File: src/rtl/core/wtq_pkg.sv
// Shared types, constants and helpers of the wrap-aware timer queue.
package wtq_pkg;

  localparam int NUM_SLOTS  = 16;
  localparam int SLOT_W     = 4;
  localparam int TIME_W     = 32;
  localparam int HEAD_W     = 5;
  localparam int INTERVAL_W = 31;

  localparam logic [INTERVAL_W-1:0] INTERVAL_RESET = 31'd7200000;
  localparam logic [TIME_W-1:0]     SIGN_BIT       = 32'h8000_0000;

  typedef enum logic [1:0] {
    CMD_ADD,
    CMD_DELETE,
    CMD_DISPATCH,
    CMD_CLEAR
  } cmd_t;

  typedef enum logic [1:0] {
    ST_OK,
    ST_TOO_CLOSE,
    ST_QUEUED
  } status_t;

  typedef enum logic [3:0] {
    S_IDLE,
    S_ADD_HEAD,
    S_WALK,
    S_LINK_E,
    S_LINK_P,
    S_DEL_HEAD,
    S_DEL_WALK,
    S_DEL_FIX,
    S_DSP_NEXT,
    S_DSP_CMP,
    S_FIN_RD,
    S_FIN
  } state_t;

  // a is before b modulo 2^32
  function automatic logic is_before(input logic [TIME_W-1:0] a,
                                     input logic [TIME_W-1:0] b);
    logic [TIME_W-1:0] d;
    d = a - b;
    return (d & SIGN_BIT) != '0;
  endfunction

endpackage

File: src/rtl/core/wtq_if.sv
// Request, result and configuration channel interfaces of the timer queue.
interface wtq_in_if;
  logic                         valid;
  logic                         ready;
  wtq_pkg::cmd_t                command;
  logic [wtq_pkg::SLOT_W-1:0]   slot;
  logic [wtq_pkg::TIME_W-1:0]   waketime;
  logic [wtq_pkg::TIME_W-1:0]   now;
  logic                         callback_done;

  modport source (output valid, command, slot, waketime, now, callback_done,
                  input ready);
  modport sink (input valid, command, slot, waketime, now, callback_done,
                output ready);
endinterface

interface wtq_out_if;
  logic                         valid;
  logic                         ready;
  wtq_pkg::status_t             status;
  logic [wtq_pkg::HEAD_W-1:0]   head_slot;
  logic [wtq_pkg::TIME_W-1:0]   head_wake;
  logic                         wake_tasks;

  modport source (output valid, status, head_slot, head_wake, wake_tasks,
                  input ready);
  modport sink (input valid, status, head_slot, head_wake, wake_tasks,
                output ready);
endinterface

interface wtq_cfg_if;
  logic                             valid;
  logic                             ready;
  logic [wtq_pkg::INTERVAL_W-1:0]   periodic_interval;

  modport source (output valid, periodic_interval, input ready);
  modport sink (input valid, periodic_interval, output ready);
endinterface

File: src/rtl/core/wrap_aware_timer_queue.sv
// Wrap-aware sorted timer queue: linked list of timer slots in memory.
// One request is taken at a time and gives one result. The list lives in two
// memories (wake time, next pointer), each with one read and one write port
// and a registered read, and the insert and delete walks read one list entry
// per cycle. A request finishes only once the previous result has been taken
// on out_ch.ready. The periodic entry's wake time and next pointer sit in
// registers. No clearing pass is needed after reset.
module wrap_aware_timer_queue (
  input  logic       clk,
  input  logic       rst_n,
  wtq_in_if.sink     in_ch,
  wtq_out_if.source  out_ch,
  wtq_cfg_if.sink    cfg_ch
);

  localparam int NUM_SLOTS = wtq_pkg::NUM_SLOTS;
  localparam int EW = $clog2(NUM_SLOTS + 2);
  localparam int SW = (NUM_SLOTS > 1) ? $clog2(NUM_SLOTS) : 1;
  localparam logic [EW-1:0] PER  = EW'(NUM_SLOTS);
  localparam logic [EW-1:0] ENDM = EW'(NUM_SLOTS + 1);

  wtq_pkg::state_t state_r, state_nxt;

  logic [EW-1:0]                     head_r, head_nxt;
  logic [EW-1:0]                     per_next_r, per_next_nxt;
  logic [wtq_pkg::TIME_W-1:0]        per_wake_r, per_wake_nxt;
  logic [NUM_SLOTS-1:0]              queued_r, queued_nxt;
  logic [wtq_pkg::INTERVAL_W-1:0]    interval_r;

  logic [EW-1:0]                     e_r, e_nxt;
  logic [EW-1:0]                     prev_r, prev_nxt;
  logic [EW-1:0]                     cur_r, cur_nxt;
  logic [wtq_pkg::TIME_W-1:0]        w_r, w_nxt;
  logic [wtq_pkg::TIME_W-1:0]        now_r, now_nxt;
  wtq_pkg::status_t                  status_r, status_nxt;
  logic                              wt_r, wt_nxt;

  logic                              out_valid_r;
  wtq_pkg::status_t                  out_status_r;
  logic [wtq_pkg::HEAD_W-1:0]        out_head_r;
  logic [wtq_pkg::TIME_W-1:0]        out_wake_r;
  logic                              out_wt_r;
  logic                              out_load;

  logic [wtq_pkg::TIME_W-1:0]        wake_mem [NUM_SLOTS];
  logic [EW-1:0]                     next_mem [NUM_SLOTS];
  logic [wtq_pkg::TIME_W-1:0]        wake_q;
  logic [EW-1:0]                     next_q;
  logic [EW-1:0]                     ridx_r;
  logic [EW-1:0]                     rd_addr;
  logic                              wake_we;
  logic [EW-1:0]                     wake_wa;
  logic [wtq_pkg::TIME_W-1:0]        wake_wd;
  logic                              next_we;
  logic [EW-1:0]                     next_wa;
  logic [EW-1:0]                     next_wd;

  logic [wtq_pkg::TIME_W-1:0]        rd_wake;
  logic [EW-1:0]                     rd_next;
  logic [EW-1:0]                     s_idx;
  logic                              slot_ok;
  logic                              walk_go;
  logic [EW-1:0]                     walk_p;
  logic [EW-1:0]                     walk_n;

  assign rd_wake = (ridx_r == PER) ? per_wake_r : wake_q;
  assign rd_next = (ridx_r == PER) ? per_next_r : next_q;
  assign s_idx   = EW'(in_ch.slot);
  assign slot_ok = int'(in_ch.slot) < NUM_SLOTS;

  assign in_ch.ready  = (state_r == wtq_pkg::S_IDLE);
  assign cfg_ch.ready = 1'b1;

  assign out_ch.valid      = out_valid_r;
  assign out_ch.status     = out_status_r;
  assign out_ch.head_slot  = out_head_r;
  assign out_ch.head_wake  = out_wake_r;
  assign out_ch.wake_tasks = out_wt_r;

  always_ff @(posedge clk) begin
    if (wake_we) begin
      wake_mem[wake_wa[SW-1:0]] <= wake_wd;
    end
    if (next_we && (next_wa != PER)) begin
      next_mem[next_wa[SW-1:0]] <= next_wd;
    end
    wake_q <= wake_mem[rd_addr[SW-1:0]];
    next_q <= next_mem[rd_addr[SW-1:0]];
    ridx_r <= rd_addr;
  end

  always_ff @(posedge clk) begin
    if (!rst_n) begin
      state_r     <= wtq_pkg::S_IDLE;
      head_r      <= PER;
      per_next_r  <= ENDM;
      per_wake_r  <= '0;
      queued_r    <= '0;
      interval_r  <= wtq_pkg::INTERVAL_RESET;
      out_valid_r <= 1'b0;
    end else begin
      state_r    <= state_nxt;
      head_r     <= head_nxt;
      per_next_r <= per_next_nxt;
      per_wake_r <= per_wake_nxt;
      queued_r   <= queued_nxt;
      if (cfg_ch.valid) begin
        interval_r <= cfg_ch.periodic_interval;
      end
      if (out_load) begin
        out_valid_r <= 1'b1;
      end else if (out_ch.ready) begin
        out_valid_r <= 1'b0;
      end
    end
  end

  always_ff @(posedge clk) begin
    e_r      <= e_nxt;
    prev_r   <= prev_nxt;
    cur_r    <= cur_nxt;
    w_r      <= w_nxt;
    now_r    <= now_nxt;
    status_r <= status_nxt;
    wt_r     <= wt_nxt;
    if (out_load) begin
      out_status_r <= status_r;
      out_head_r   <= wtq_pkg::HEAD_W'(head_r);
      out_wake_r   <= rd_wake;
      out_wt_r     <= wt_r;
    end
  end

  always_comb begin
    state_nxt    = state_r;
    head_nxt     = head_r;
    per_next_nxt = per_next_r;
    per_wake_nxt = per_wake_r;
    queued_nxt   = queued_r;
    e_nxt        = e_r;
    prev_nxt     = prev_r;
    cur_nxt      = cur_r;
    w_nxt        = w_r;
    now_nxt      = now_r;
    status_nxt   = status_r;
    wt_nxt       = wt_r;
    rd_addr      = head_r;
    wake_we      = 1'b0;
    wake_wa      = e_r;
    wake_wd      = w_r;
    next_we      = 1'b0;
    next_wa      = e_r;
    next_wd      = head_r;
    out_load     = 1'b0;
    walk_go      = 1'b0;
    walk_p       = cur_r;
    walk_n       = rd_next;

    case (state_r)
      wtq_pkg::S_IDLE: begin
        if (in_ch.valid) begin
          e_nxt      = s_idx;
          w_nxt      = in_ch.waketime;
          now_nxt    = in_ch.now;
          status_nxt = wtq_pkg::ST_OK;
          wt_nxt     = 1'b0;
          state_nxt  = wtq_pkg::S_FIN_RD;
          case (in_ch.command)
            wtq_pkg::CMD_ADD: begin
              if (slot_ok) begin
                if (queued_r[s_idx[SW-1:0]]) begin
                  status_nxt = wtq_pkg::ST_QUEUED;
                end else begin
                  rd_addr   = head_r;
                  state_nxt = wtq_pkg::S_ADD_HEAD;
                end
              end
            end
            wtq_pkg::CMD_DELETE: begin
              if (slot_ok && queued_r[s_idx[SW-1:0]]) begin
                queued_nxt[s_idx[SW-1:0]] = 1'b0;
                if (head_r == s_idx) begin
                  rd_addr   = s_idx;
                  state_nxt = wtq_pkg::S_DEL_HEAD;
                end else begin
                  rd_addr   = head_r;
                  cur_nxt   = head_r;
                  state_nxt = wtq_pkg::S_DEL_WALK;
                end
              end
            end
            wtq_pkg::CMD_DISPATCH: begin
              e_nxt = head_r;
              if (head_r == PER) begin
                per_wake_nxt = per_wake_r + {1'b0, interval_r};
                w_nxt        = per_wake_nxt;
                wt_nxt       = 1'b1;
                if (per_next_r <= PER) begin
                  rd_addr   = per_next_r;
                  cur_nxt   = per_next_r;
                  state_nxt = wtq_pkg::S_DSP_CMP;
                end
              end else if (in_ch.callback_done) begin
                queued_nxt[head_r[SW-1:0]] = 1'b0;
                rd_addr   = head_r;
                state_nxt = wtq_pkg::S_DEL_HEAD;
              end else begin
                wake_we   = 1'b1;
                wake_wa   = head_r;
                wake_wd   = in_ch.waketime;
                rd_addr   = head_r;
                state_nxt = wtq_pkg::S_DSP_NEXT;
              end
            end
            default: begin
              queued_nxt   = '0;
              per_next_nxt = ENDM;
              head_nxt     = PER;
            end
          endcase
        end
      end

      wtq_pkg::S_ADD_HEAD: begin
        state_nxt = wtq_pkg::S_FIN_RD;
        if (wtq_pkg::is_before(w_r, rd_wake)) begin
          if (wtq_pkg::is_before(w_r, now_r)) begin
            status_nxt = wtq_pkg::ST_TOO_CLOSE;
          end else begin
            wake_we                 = 1'b1;
            next_we                 = 1'b1;
            next_wa                 = e_r;
            next_wd                 = head_r;
            head_nxt                = e_r;
            queued_nxt[e_r[SW-1:0]] = 1'b1;
          end
        end else begin
          wake_we                 = 1'b1;
          queued_nxt[e_r[SW-1:0]] = 1'b1;
          walk_go                 = 1'b1;
          walk_p                  = head_r;
        end
      end

      wtq_pkg::S_WALK: begin
        if (wtq_pkg::is_before(w_r, rd_wake)) begin
          state_nxt = wtq_pkg::S_LINK_E;
        end else begin
          walk_go = 1'b1;
          walk_p  = cur_r;
        end
      end

      wtq_pkg::S_LINK_E: begin
        next_we   = 1'b1;
        next_wa   = e_r;
        next_wd   = cur_r;
        state_nxt = wtq_pkg::S_LINK_P;
      end

      wtq_pkg::S_LINK_P: begin
        next_we   = 1'b1;
        next_wa   = prev_r;
        next_wd   = e_r;
        state_nxt = wtq_pkg::S_FIN_RD;
      end

      wtq_pkg::S_DEL_HEAD: begin
        head_nxt  = (rd_next <= PER) ? rd_next : PER;
        state_nxt = wtq_pkg::S_FIN_RD;
      end

      wtq_pkg::S_DEL_WALK: begin
        if (rd_next > PER) begin
          state_nxt = wtq_pkg::S_FIN_RD;
        end else if (rd_next == e_r) begin
          prev_nxt  = cur_r;
          rd_addr   = e_r;
          state_nxt = wtq_pkg::S_DEL_FIX;
        end else begin
          cur_nxt = rd_next;
          rd_addr = rd_next;
        end
      end

      wtq_pkg::S_DEL_FIX: begin
        next_we   = 1'b1;
        next_wa   = prev_r;
        next_wd   = rd_next;
        state_nxt = wtq_pkg::S_FIN_RD;
      end

      wtq_pkg::S_DSP_NEXT: begin
        if (rd_next > PER) begin
          state_nxt = wtq_pkg::S_FIN_RD;
        end else begin
          rd_addr   = rd_next;
          cur_nxt   = rd_next;
          state_nxt = wtq_pkg::S_DSP_CMP;
        end
      end

      wtq_pkg::S_DSP_CMP: begin
        if (!wtq_pkg::is_before(w_r, rd_wake)) begin
          head_nxt = cur_r;
          walk_go  = 1'b1;
          walk_p   = cur_r;
        end else begin
          state_nxt = wtq_pkg::S_FIN_RD;
        end
      end

      wtq_pkg::S_FIN_RD: begin
        rd_addr   = head_r;
        state_nxt = wtq_pkg::S_FIN;
      end

      wtq_pkg::S_FIN: begin
        rd_addr = head_r;
        if (!out_valid_r || out_ch.ready) begin
          out_load  = 1'b1;
          state_nxt = wtq_pkg::S_IDLE;
        end
      end

      default: begin
        state_nxt = wtq_pkg::S_IDLE;
      end
    endcase

    // one insert step: prev is walk_p, its successor is walk_n
    if (walk_go) begin
      prev_nxt = walk_p;
      if (walk_n > PER) begin
        cur_nxt   = ENDM;
        state_nxt = wtq_pkg::S_LINK_E;
      end else begin
        cur_nxt   = walk_n;
        rd_addr   = walk_n;
        state_nxt = wtq_pkg::S_WALK;
      end
    end

    if (next_we && (next_wa == PER)) begin
      per_next_nxt = next_wd;
    end
  end

endmodule

File: src/flat_wrapper.sv
// flat-port wrapper written by rule: the top's interface ports become plain ports
module wrap_aware_timer_queue_flat 
  (clk, rst_n, in_ch_valid, in_ch_command, in_ch_slot, in_ch_waketime, in_ch_now, in_ch_callback_done, in_ch_ready, out_ch_valid, out_ch_status, out_ch_head_slot, out_ch_head_wake, out_ch_wake_tasks, out_ch_ready, cfg_ch_valid, cfg_ch_periodic_interval, cfg_ch_ready);
  wtq_in_if in_ch_i ();
  wtq_out_if out_ch_i ();
  wtq_cfg_if cfg_ch_i ();
  input  logic clk;
  input  logic rst_n;
  input wire logic [$bits(in_ch_i.valid)-1:0] in_ch_valid;
  input wire logic [$bits(in_ch_i.command)-1:0] in_ch_command;
  input wire logic [$bits(in_ch_i.slot)-1:0] in_ch_slot;
  input wire logic [$bits(in_ch_i.waketime)-1:0] in_ch_waketime;
  input wire logic [$bits(in_ch_i.now)-1:0] in_ch_now;
  input wire logic [$bits(in_ch_i.callback_done)-1:0] in_ch_callback_done;
  output wire logic [$bits(in_ch_i.ready)-1:0] in_ch_ready;
  output wire logic [$bits(out_ch_i.valid)-1:0] out_ch_valid;
  output wire logic [$bits(out_ch_i.status)-1:0] out_ch_status;
  output wire logic [$bits(out_ch_i.head_slot)-1:0] out_ch_head_slot;
  output wire logic [$bits(out_ch_i.head_wake)-1:0] out_ch_head_wake;
  output wire logic [$bits(out_ch_i.wake_tasks)-1:0] out_ch_wake_tasks;
  input wire logic [$bits(out_ch_i.ready)-1:0] out_ch_ready;
  input wire logic [$bits(cfg_ch_i.valid)-1:0] cfg_ch_valid;
  input wire logic [$bits(cfg_ch_i.periodic_interval)-1:0] cfg_ch_periodic_interval;
  output wire logic [$bits(cfg_ch_i.ready)-1:0] cfg_ch_ready;
  assign in_ch_i.valid = in_ch_valid;
  assign in_ch_i.command = in_ch_command;
  assign in_ch_i.slot = in_ch_slot;
  assign in_ch_i.waketime = in_ch_waketime;
  assign in_ch_i.now = in_ch_now;
  assign in_ch_i.callback_done = in_ch_callback_done;
  assign in_ch_ready = in_ch_i.ready;
  assign out_ch_valid = out_ch_i.valid;
  assign out_ch_status = out_ch_i.status;
  assign out_ch_head_slot = out_ch_i.head_slot;
  assign out_ch_head_wake = out_ch_i.head_wake;
  assign out_ch_wake_tasks = out_ch_i.wake_tasks;
  assign out_ch_i.ready = out_ch_ready;
  assign cfg_ch_i.valid = cfg_ch_valid;
  assign cfg_ch_i.periodic_interval = cfg_ch_periodic_interval;
  assign cfg_ch_ready = cfg_ch_i.ready;
  wrap_aware_timer_queue u_core (.clk(clk), .rst_n(rst_n), .in_ch(in_ch_i), .out_ch(out_ch_i), .cfg_ch(cfg_ch_i));
endmodule
File: config.mk
export PLATFORM = sky130hd
export DESIGN_NAME = wrap_aware_timer_queue_flat
export DESIGN_NICKNAME = d
export VERILOG_FILES = /design/src/rtl/core/wtq_pkg.sv /design/src/rtl/core/wtq_if.sv /design/src/rtl/core/wrap_aware_timer_queue.sv /design/src/flat_wrapper.sv
export SDC_FILE = /design/constraint.sdc
export NUM_CORES = 1
export LEC_CHECK = 0
export BUFFER_PORTS_ARGS = -buffer_cell sky130_fd_sc_hd__buf_2
export CORE_ASPECT_RATIO = 2
export CORE_MARGIN = 2
export CORE_UTILIZATION = 60
export CTS_BUF_LIST = sky130_fd_sc_hd__clkbuf_8 sky130_fd_sc_hd__clkbuf_16
export CTS_CLUSTER_SIZE = 40
export DETAILED_ROUTE_END_ITERATION = 10
export PLACE_DENSITY = 0.76
export RECOVER_POWER = 100
export SYNTH_ARGS = -nofsm -noshare
export SYNTH_HDL_FRONTEND = slang
export SYNTH_SLANG_ARGS = --single-unit
File: constraint.sdc
create_clock -name clk -period 8.9 [get_ports clk]
set_input_delay 0.89 -clock clk [delete_from_list [all_inputs] [get_ports clk]]
set_output_delay 0.89 -clock clk [all_outputs]
set_load 0.005 [all_outputs]
== Word level (Yosys, flattened, before mapping) ==
Memory sizes are Yosys's and may differ from the RTL's. A register that Yosys moved wholly into a read port is not among the register bits.
Index checks and enable logic that the tools add are counted.

* Register bits: 221
* Bits in writable memories: 592
* Logic and storage cells: 232
* Memories kept: 2

{| class="wikitable"
|+ Memories
! name !! words !! bits a word !! rd ports !! clocked after memory_dff !! write ports !! RTL line !! RTL
|-
| u_core.wake_mem || 16 || 32 || 1 || 1 || 1 || wrap_aware_timer_queue.sv:45 || <nowiki>logic [wtq_pkg::TIME_W-1:0] wake_mem [NUM_SLOTS];</nowiki>
|-
| u_core.next_mem || 16 || 5 || 1 || 1 || 1 || wrap_aware_timer_queue.sv:46 || <nowiki>logic [EW-1:0] next_mem [NUM_SLOTS];</nowiki>
|}

* Add/sub/neg operators: 3
* Magnitude comparators: 9
* Eq/ne operators: 45
* Mux-type cells: 117
* Bitwise gates (word level): 5
* Reduce and logical (&&, ||, !) cells: 31

{| class="wikitable"
|+ Operators with widths
! operator !! count
|-
| 32-bit 2-to-1 mux || 8
|-
| 5-bit 2-to-1 mux || 38
|-
| 16-bit 2-to-1 mux || 6
|-
| 4-bit 2-to-1 mux || 17
|-
| 32-bit subtractor || 2
|-
| 16-bit case mux with 3 select lines || 1
|-
| 5-bit case mux with 3 select lines || 3
|-
| 4-bit case mux with 9 select lines || 1
|-
| 32-bit by 31-bit adder with 32-bit output || 1
|-
| 16-bit bitwise AND || 2
|-
| 16-bit NOT || 2
|-
| 16-bit case mux with 2 select lines || 1
|-
| 1-bit 2-to-1 mux || 23
|-
| 5-bit case mux with 2 select lines || 2
|-
| 5-bit case mux with 4 select lines || 1
|-
| 4-bit by 3-bit == test with 1-bit output, second input constant || 4
|-
| 4-bit == test, second input constant || 4
|-
| 2-bit 2-to-1 mux || 8
|-
| 16-bit OR || 1
|-
| 5-bit == test, second input constant || 3
|-
| 4-bit by 5-bit < comparator with 1-bit output, second input constant || 3
|-
| 3-bit by 2-bit inequality test with 1-bit output, second input constant || 5
|-
| 1-bit demux with 4-bit select || 3
|-
| 4-bit by 1-bit >= comparator with 1-bit output, second input constant || 3
|-
| 37 further kinds || 68
|}

== Depth between registers and ports, before layout ==
* Word-level depth: 11
* Depth in mapped cells: 21
* Mapped depth without buffers: 17

== Worst setup path before layout ==
OpenSTA, ideal clock, no wires.

* Kind: reg2reg
* From: reg u_core.ridx_r[4]
* To: mem u_core.wake_mem[10][0] in the netlist's numbering (enable)
* Library setup time: 0.421 ns
* Arrival: 5.187 ns
* Setup slack: 3.292 ns
* Stages on the path, launching flop included: 18
* Buffers on the path: 3
* Period minus slack after synthesis: 5.608 ns
* Path through: dfxtp_1 -> nor2b_1 -> nand2_1 -> buf_1 -> buf_1 -> mux2_2 -> inv_1 -> ha_1 -> a41oi_1 -> o21ai_0 -> a221oi_1 -> o211a_1 -> a31oi_2 -> or2_2 -> nand4_1 -> clkbuf_1 -> a32oi_1 -> nor2_1

* Word-level cells in the longest chain between the ends: 7

{| class="wikitable"
|+ RTL lines
! element !! RTL line !! RTL
|-
| start, declared || wrap_aware_timer_queue.sv:49 || <nowiki>logic [EW-1:0] ridx_r;</nowiki>
|-
| start signal, assigned || wrap_aware_timer_queue.sv:89 || <nowiki>ridx_r <= rd_addr;</nowiki>
|-
| 5-bit == test || wrap_aware_timer_queue.sv:66 || <nowiki>assign rd_wake = (ridx_r == PER) ? per_wake_r : wake_q;</nowiki>
|-
| 32-bit 2-to-1 mux || wrap_aware_timer_queue.sv:66 ||
|-
| named net u_core.rd_wake, one bit || wrap_aware_timer_queue.sv:58 || <nowiki>logic [wtq_pkg::TIME_W-1:0] rd_wake;</nowiki>
|-
| 32-bit subtractor || wtq_pkg.sv:45 || <nowiki>d = a - b;</nowiki>
|-
| 1-bit 2-to-1 mux || wrap_aware_timer_queue.sv:226 || <nowiki>if (wtq_pkg::is_before(w_r, rd_wake)) begin</nowiki>
|-
| 1-bit case mux with 2 select lines || wrap_aware_timer_queue.sv:159 || <nowiki>case (state_r)</nowiki>
|-
| 1-bit 2-to-1 mux || wrap_aware_timer_queue.sv:81 || <nowiki>if (wake_we) begin</nowiki>
|-
| 1-bit 2-to-1 mux (implied by the code) || wrap_aware_timer_queue.sv:82 || <nowiki>wake_mem[wake_wa[SW-1:0]] <= wake_wd;</nowiki>
|-
| end, declared || wrap_aware_timer_queue.sv:45 ||
|}

The timed path passes the listed nets, and every way through them passes these cells.

== Final worst setup path ==
* From: reg u_core.ridx_r[4]
* To: mem u_core.wake_mem[1][20] in the netlist's numbering (enable)

* Word-level cells in the longest chain between the ends: 7

{| class="wikitable"
|+ RTL lines
! element !! RTL line
|-
| 5-bit == test || wrap_aware_timer_queue.sv:66
|-
| 32-bit 2-to-1 mux || wrap_aware_timer_queue.sv:66
|-
| 32-bit subtractor || wtq_pkg.sv:45
|-
| 1-bit 2-to-1 mux || wrap_aware_timer_queue.sv:226
|-
| 1-bit case mux with 2 select lines || wrap_aware_timer_queue.sv:159
|-
| 1-bit 2-to-1 mux || wrap_aware_timer_queue.sv:81
|-
| 1-bit 2-to-1 mux (implied by the code) || wrap_aware_timer_queue.sv:82
|}

No other way between the ends.

==> impl_metrics.env <==
export IMPL_min_delay_worst_endpoint="u_core.out_ch.status[0]"
export IMPL_path_clk_slew_ns=0.06
export IMPL_layout_setup_ws_ns=1.270
export IMPL_drv_cap=11
export IMPL_yosysUniqueCellTypes=88
export IMPL_port_buffer_count=148
export IMPL_fin_crit_ns=7.630
export IMPL_grtUsageMet2_pct=55.60
export IMPL_drive_gt1_share_pct=11.44
export IMPL_place_hpwl_um=68040
export IMPL_finalHoldViolCount=0
export IMPL_synth_top_area_share_pct=57.67
export IMPL_cts_buffers=73
export IMPL_crit_fanout=27
export IMPL_grt_pass1_wl_um=152000
export IMPL_peakVddDrop_v=0.0001841
export IMPL_place_worst_setup_slack_ns=2.286
export IMPL_synth_area_um2=37180
export IMPL_synth_ff_latch_count=850
export IMPL_p_per_area_nw_per_um2=269.0
export IMPL_final_common_cell="edfxtp_1"
export IMPL_end_kind="register"
export IMPL_holdPathStages=0
export IMPL_rsz0062_at_grt="no"
export IMPL_crit_family="simple AND/OR/NAND/NOR gates"
export IMPL_cts_htree_levels=3
export IMPL_seq_area_um2=24160
export IMPL_crit_required_ns=9.25
export IMPL_io_pins=150
export IMPL_gp_congestion=1.019
export IMPL_drt_iter0_drc=2535
export IMPL_startpoint_type="register"
export IMPL_syn_nets=2939
export IMPL_grt_pass1_vias=24490
export IMPL_max_slew_margin_rel_pct=-178.3
export IMPL_start_util_pct=60.30
export IMPL_total_power_w=0.01106
export IMPL_worstReg2RegEnd="u_core.wake_mem[1][20]"
export IMPL_routedWlPerCell_um=28.10
export IMPL_cpPeakStageDelay_ns=1.19
export IMPL_fillers=4370
export IMPL_netlist_instances=2736
export IMPL_cts_tree="built"
export IMPL_grtUsageMet1_pct=38.49
export IMPL_avgSynthCellArea_um2=13.59
export IMPL_insertion_delay_ns=0.63
export IMPL_core_um2=61660
export IMPL_clock_root_buffer="clkbuf_16"
export IMPL_ys_async_sr_fraction_pct=0
export IMPL_rows=129
export IMPL_worstSetupPathType="reg -> reg"
export IMPL_worst_pin_slew_ns=4.175
export IMPL_yosysWarnings=0
export IMPL_cts_resized=0
export IMPL_yosysSeqAreaShare_pct=64.99
export IMPL_fmax_mhz=131.1
export IMPL_critPathLaunch="u_core.ridx_r[4]"
export IMPL_hp_class="reg -> reg"
export IMPL_synth_main_ff_cell="edfxtp_1"
export IMPL_setup_tns_ns=0
export IMPL_yosys_top_cells_area="edfxtp_1 (58%), mux2i_1 (8.2%), dfxtp_1 (7.3%)"
export IMPL_routed_wl_um=104400
export IMPL_path_buf_inv=2
export IMPL_final_net_count=3070
export IMPL_cts_num_sinks=850
export IMPL_gr_max_usage_layer="met2"
export IMPL_clockBufferDepth=3
export IMPL_ant_nets=0
export IMPL_antenna_found_initial=1
export IMPL_violations="max-capacitance violations, max-slew violations"
export IMPL_finalClockSkew_ns=0.03697
export IMPL_crit_chain="nor2b_1, nand2_1, clkbuf_1, mux2i_1, ha_1, nand4_1, nand4b_1, a2111o_1, a31oi_2, or2_2, nand4_1, a32oi_1, nor2_4, buf_4"
export IMPL_drcViolationCount=0
export IMPL_grt_max_degree=117
export IMPL_cp_depth=14
export IMPL_multi_input_area_um2=12200
export IMPL_grt_use_met3_pct=4.109
export IMPL_routed_via_density=6.575
export IMPL_final_cell_mix="edfxtp_1 (714), mux2i_1 (306), nand2_1 (302), dfxtp_1 (136), buf_2 (113)"
export IMPL_yosysTopAreaCell="edfxtp_1"
export IMPL_dieArea_um2=64090
export IMPL_r2r_cells=14
export IMPL_min_from="u_core.status_r[0]"
export IMPL_p_leak_nw=14.34
export IMPL_synth_edf_count=714
export IMPL_status="finished, violations left"
export IMPL_min_period_over_period_pct=85.73
export IMPL_die_y_um=356.0
export IMPL_die_x_um=180.0
export IMPL_critPathArrivalTime_ns=7.98
export IMPL_track_usage_pct=31.94
export IMPL_overflow=0
export IMPL_crit_path_frequent_cell="nand4_1"
export IMPL_finalSetupViolCount=0
export IMPL_dr_pass1_iters=5
export IMPL_drv_slew=401
export IMPL_cp_slowest_cell="a32oi_1"
export IMPL_areaGrowthSynthToFinish_pct=10.59
export IMPL_postCtsSetupRepairBufs=0
export IMPL_r2r_slack_ns=1.27
export IMPL_r2r_start="u_core.ridx_r[4]"
export IMPL_vias=24430
export IMPL_ctsHoldBuffers=0
## state kept, by name, indices dropped and copies added (netlist names), 5 cells and up
| register | flops |
|---|---|
| u_core.out_ch.head_wake | 32 |
| u_core.ridx_r | 5 |
| u_core.cur_r | 5 |
| u_core.next_q | 5 |
| u_core.per_wake_r | 32 |
| u_core.w_r | 32 |
| u_core.out_ch.head_slot | 5 |
| u_core.e_r | 5 |
| u_core.queued_r | 16 |
| u_core.wake_mem | 512 |
| u_core.prev_r | 5 |
| u_core.wake_q | 32 |
| u_core.per_next_r | 5 |
| u_core.next_mem | 80 |
| u_core.now_r | 32 |
| u_core.head_r | 5 |
| u_core.interval_r | 31 |
## power breakdown
| group | internal [W] | leakage (nW) | switching (W) |
|---|---|---|---|
| Sequential | 0.00488 | 7.60 | 0.000252 |
| Combinational | 0.000876 | 5.48 | 0.00183 |
| Clock | 0.00178 | 1.26 | 0.00144 |
| Total | 0.00754 | 14.3 | 0.00352 |
## final cells by class
| cell class | count | area share [%] |
|---|---|---|
| repair buffers | 194 | 2.453 |
| diodes | 1 | 0.006086 |
| clock buffers | 85 | 4.927 |
| multi-input cells | 1661 | 29.67 |
| well taps | 786 | 2.392 |
| flip-flops and latches | 850 | 58.77 |
| inverters | 87 | 0.7973 |
| clock inverters | 51 | 0.9890 |
## kinds of logic after synthesis
| kind of cell | Yosys count | synth area share [%] |
|---|---|---|
| buffers and inverters | 225 | 2.615 |
| muxes | 400 | 11.15 |
| AOI/OAI and AO/OA | 468 | 8.790 |
| other | 1 | 0.01009 |
| xor gates and xnor gates | 39 | 0.9187 |
| DFF | 850 | 64.99 |
| and+or+nand+nor | 657 | 8.279 |
| adders and majority gates | 96 | 3.251 |
## how the worst max path moves through the flow
stage,slack [ns],end
2_1_floorplan,3.29,u_core.wake_mem[10][0]
3_3_place_gp,2.37,u_core.wake_mem[1][22]
3_5_place_dp,2.29,u_core.wake_mem[1][23]
4_1_cts,2.25,u_core.wake_mem[1][20]
5_1_grt,0.95,u_core.wake_q[29]
6_report,1.27,u_core.wake_mem[1][20]
## Yosys cell counts (12+ instances only)
master,count
mux2_2,45
xor2_1,20
a221oi_1,39
a31oi_1,24
xnor2_1,19
a211oi_1,14
a22oi_1,81
nand3_1,31
buf_4,17
nor3_1,45
and3_1,48
mux2_1,47
buf_2,33
o22ai_1,44
nand2_1,302
buf_1,14
clkbuf_1,71
mux2i_1,306
ha_1,95
dfxtp_1,136
nor2b_1,23
a41oi_1,18
a21oi_1,94
inv_1,84
edfxtp_1,714
nand4_1,13
nor2_1,116
o21ai_0,40
nand2b_1,12
a21o_1,30
## routing by layer
metal / share of wire [%] / up-vias
met4: 5.9 / 2
met3: 7.2 / 331
li1: - / 10660
met2: 51 / 1250
met5: 0.0096 / -
met1: 36 / 12190
## per-stage QoR
stage          instances  cell area [um^2]  hold WS [ns]  utilization, %
5_1_grt             3714             41110        0.4325           66.68
4_1_cts             3714             41240        0.4263           66.89
3_3_place_gp        3578             38810        0.4034           62.94
2_1_floorplan       2736             37180        0.4003               -
3_5_place_dp        3578             38810        0.4057           62.94
6_report            3715             41120        0.4293           66.69
Power figures use the tool's default switching activity.
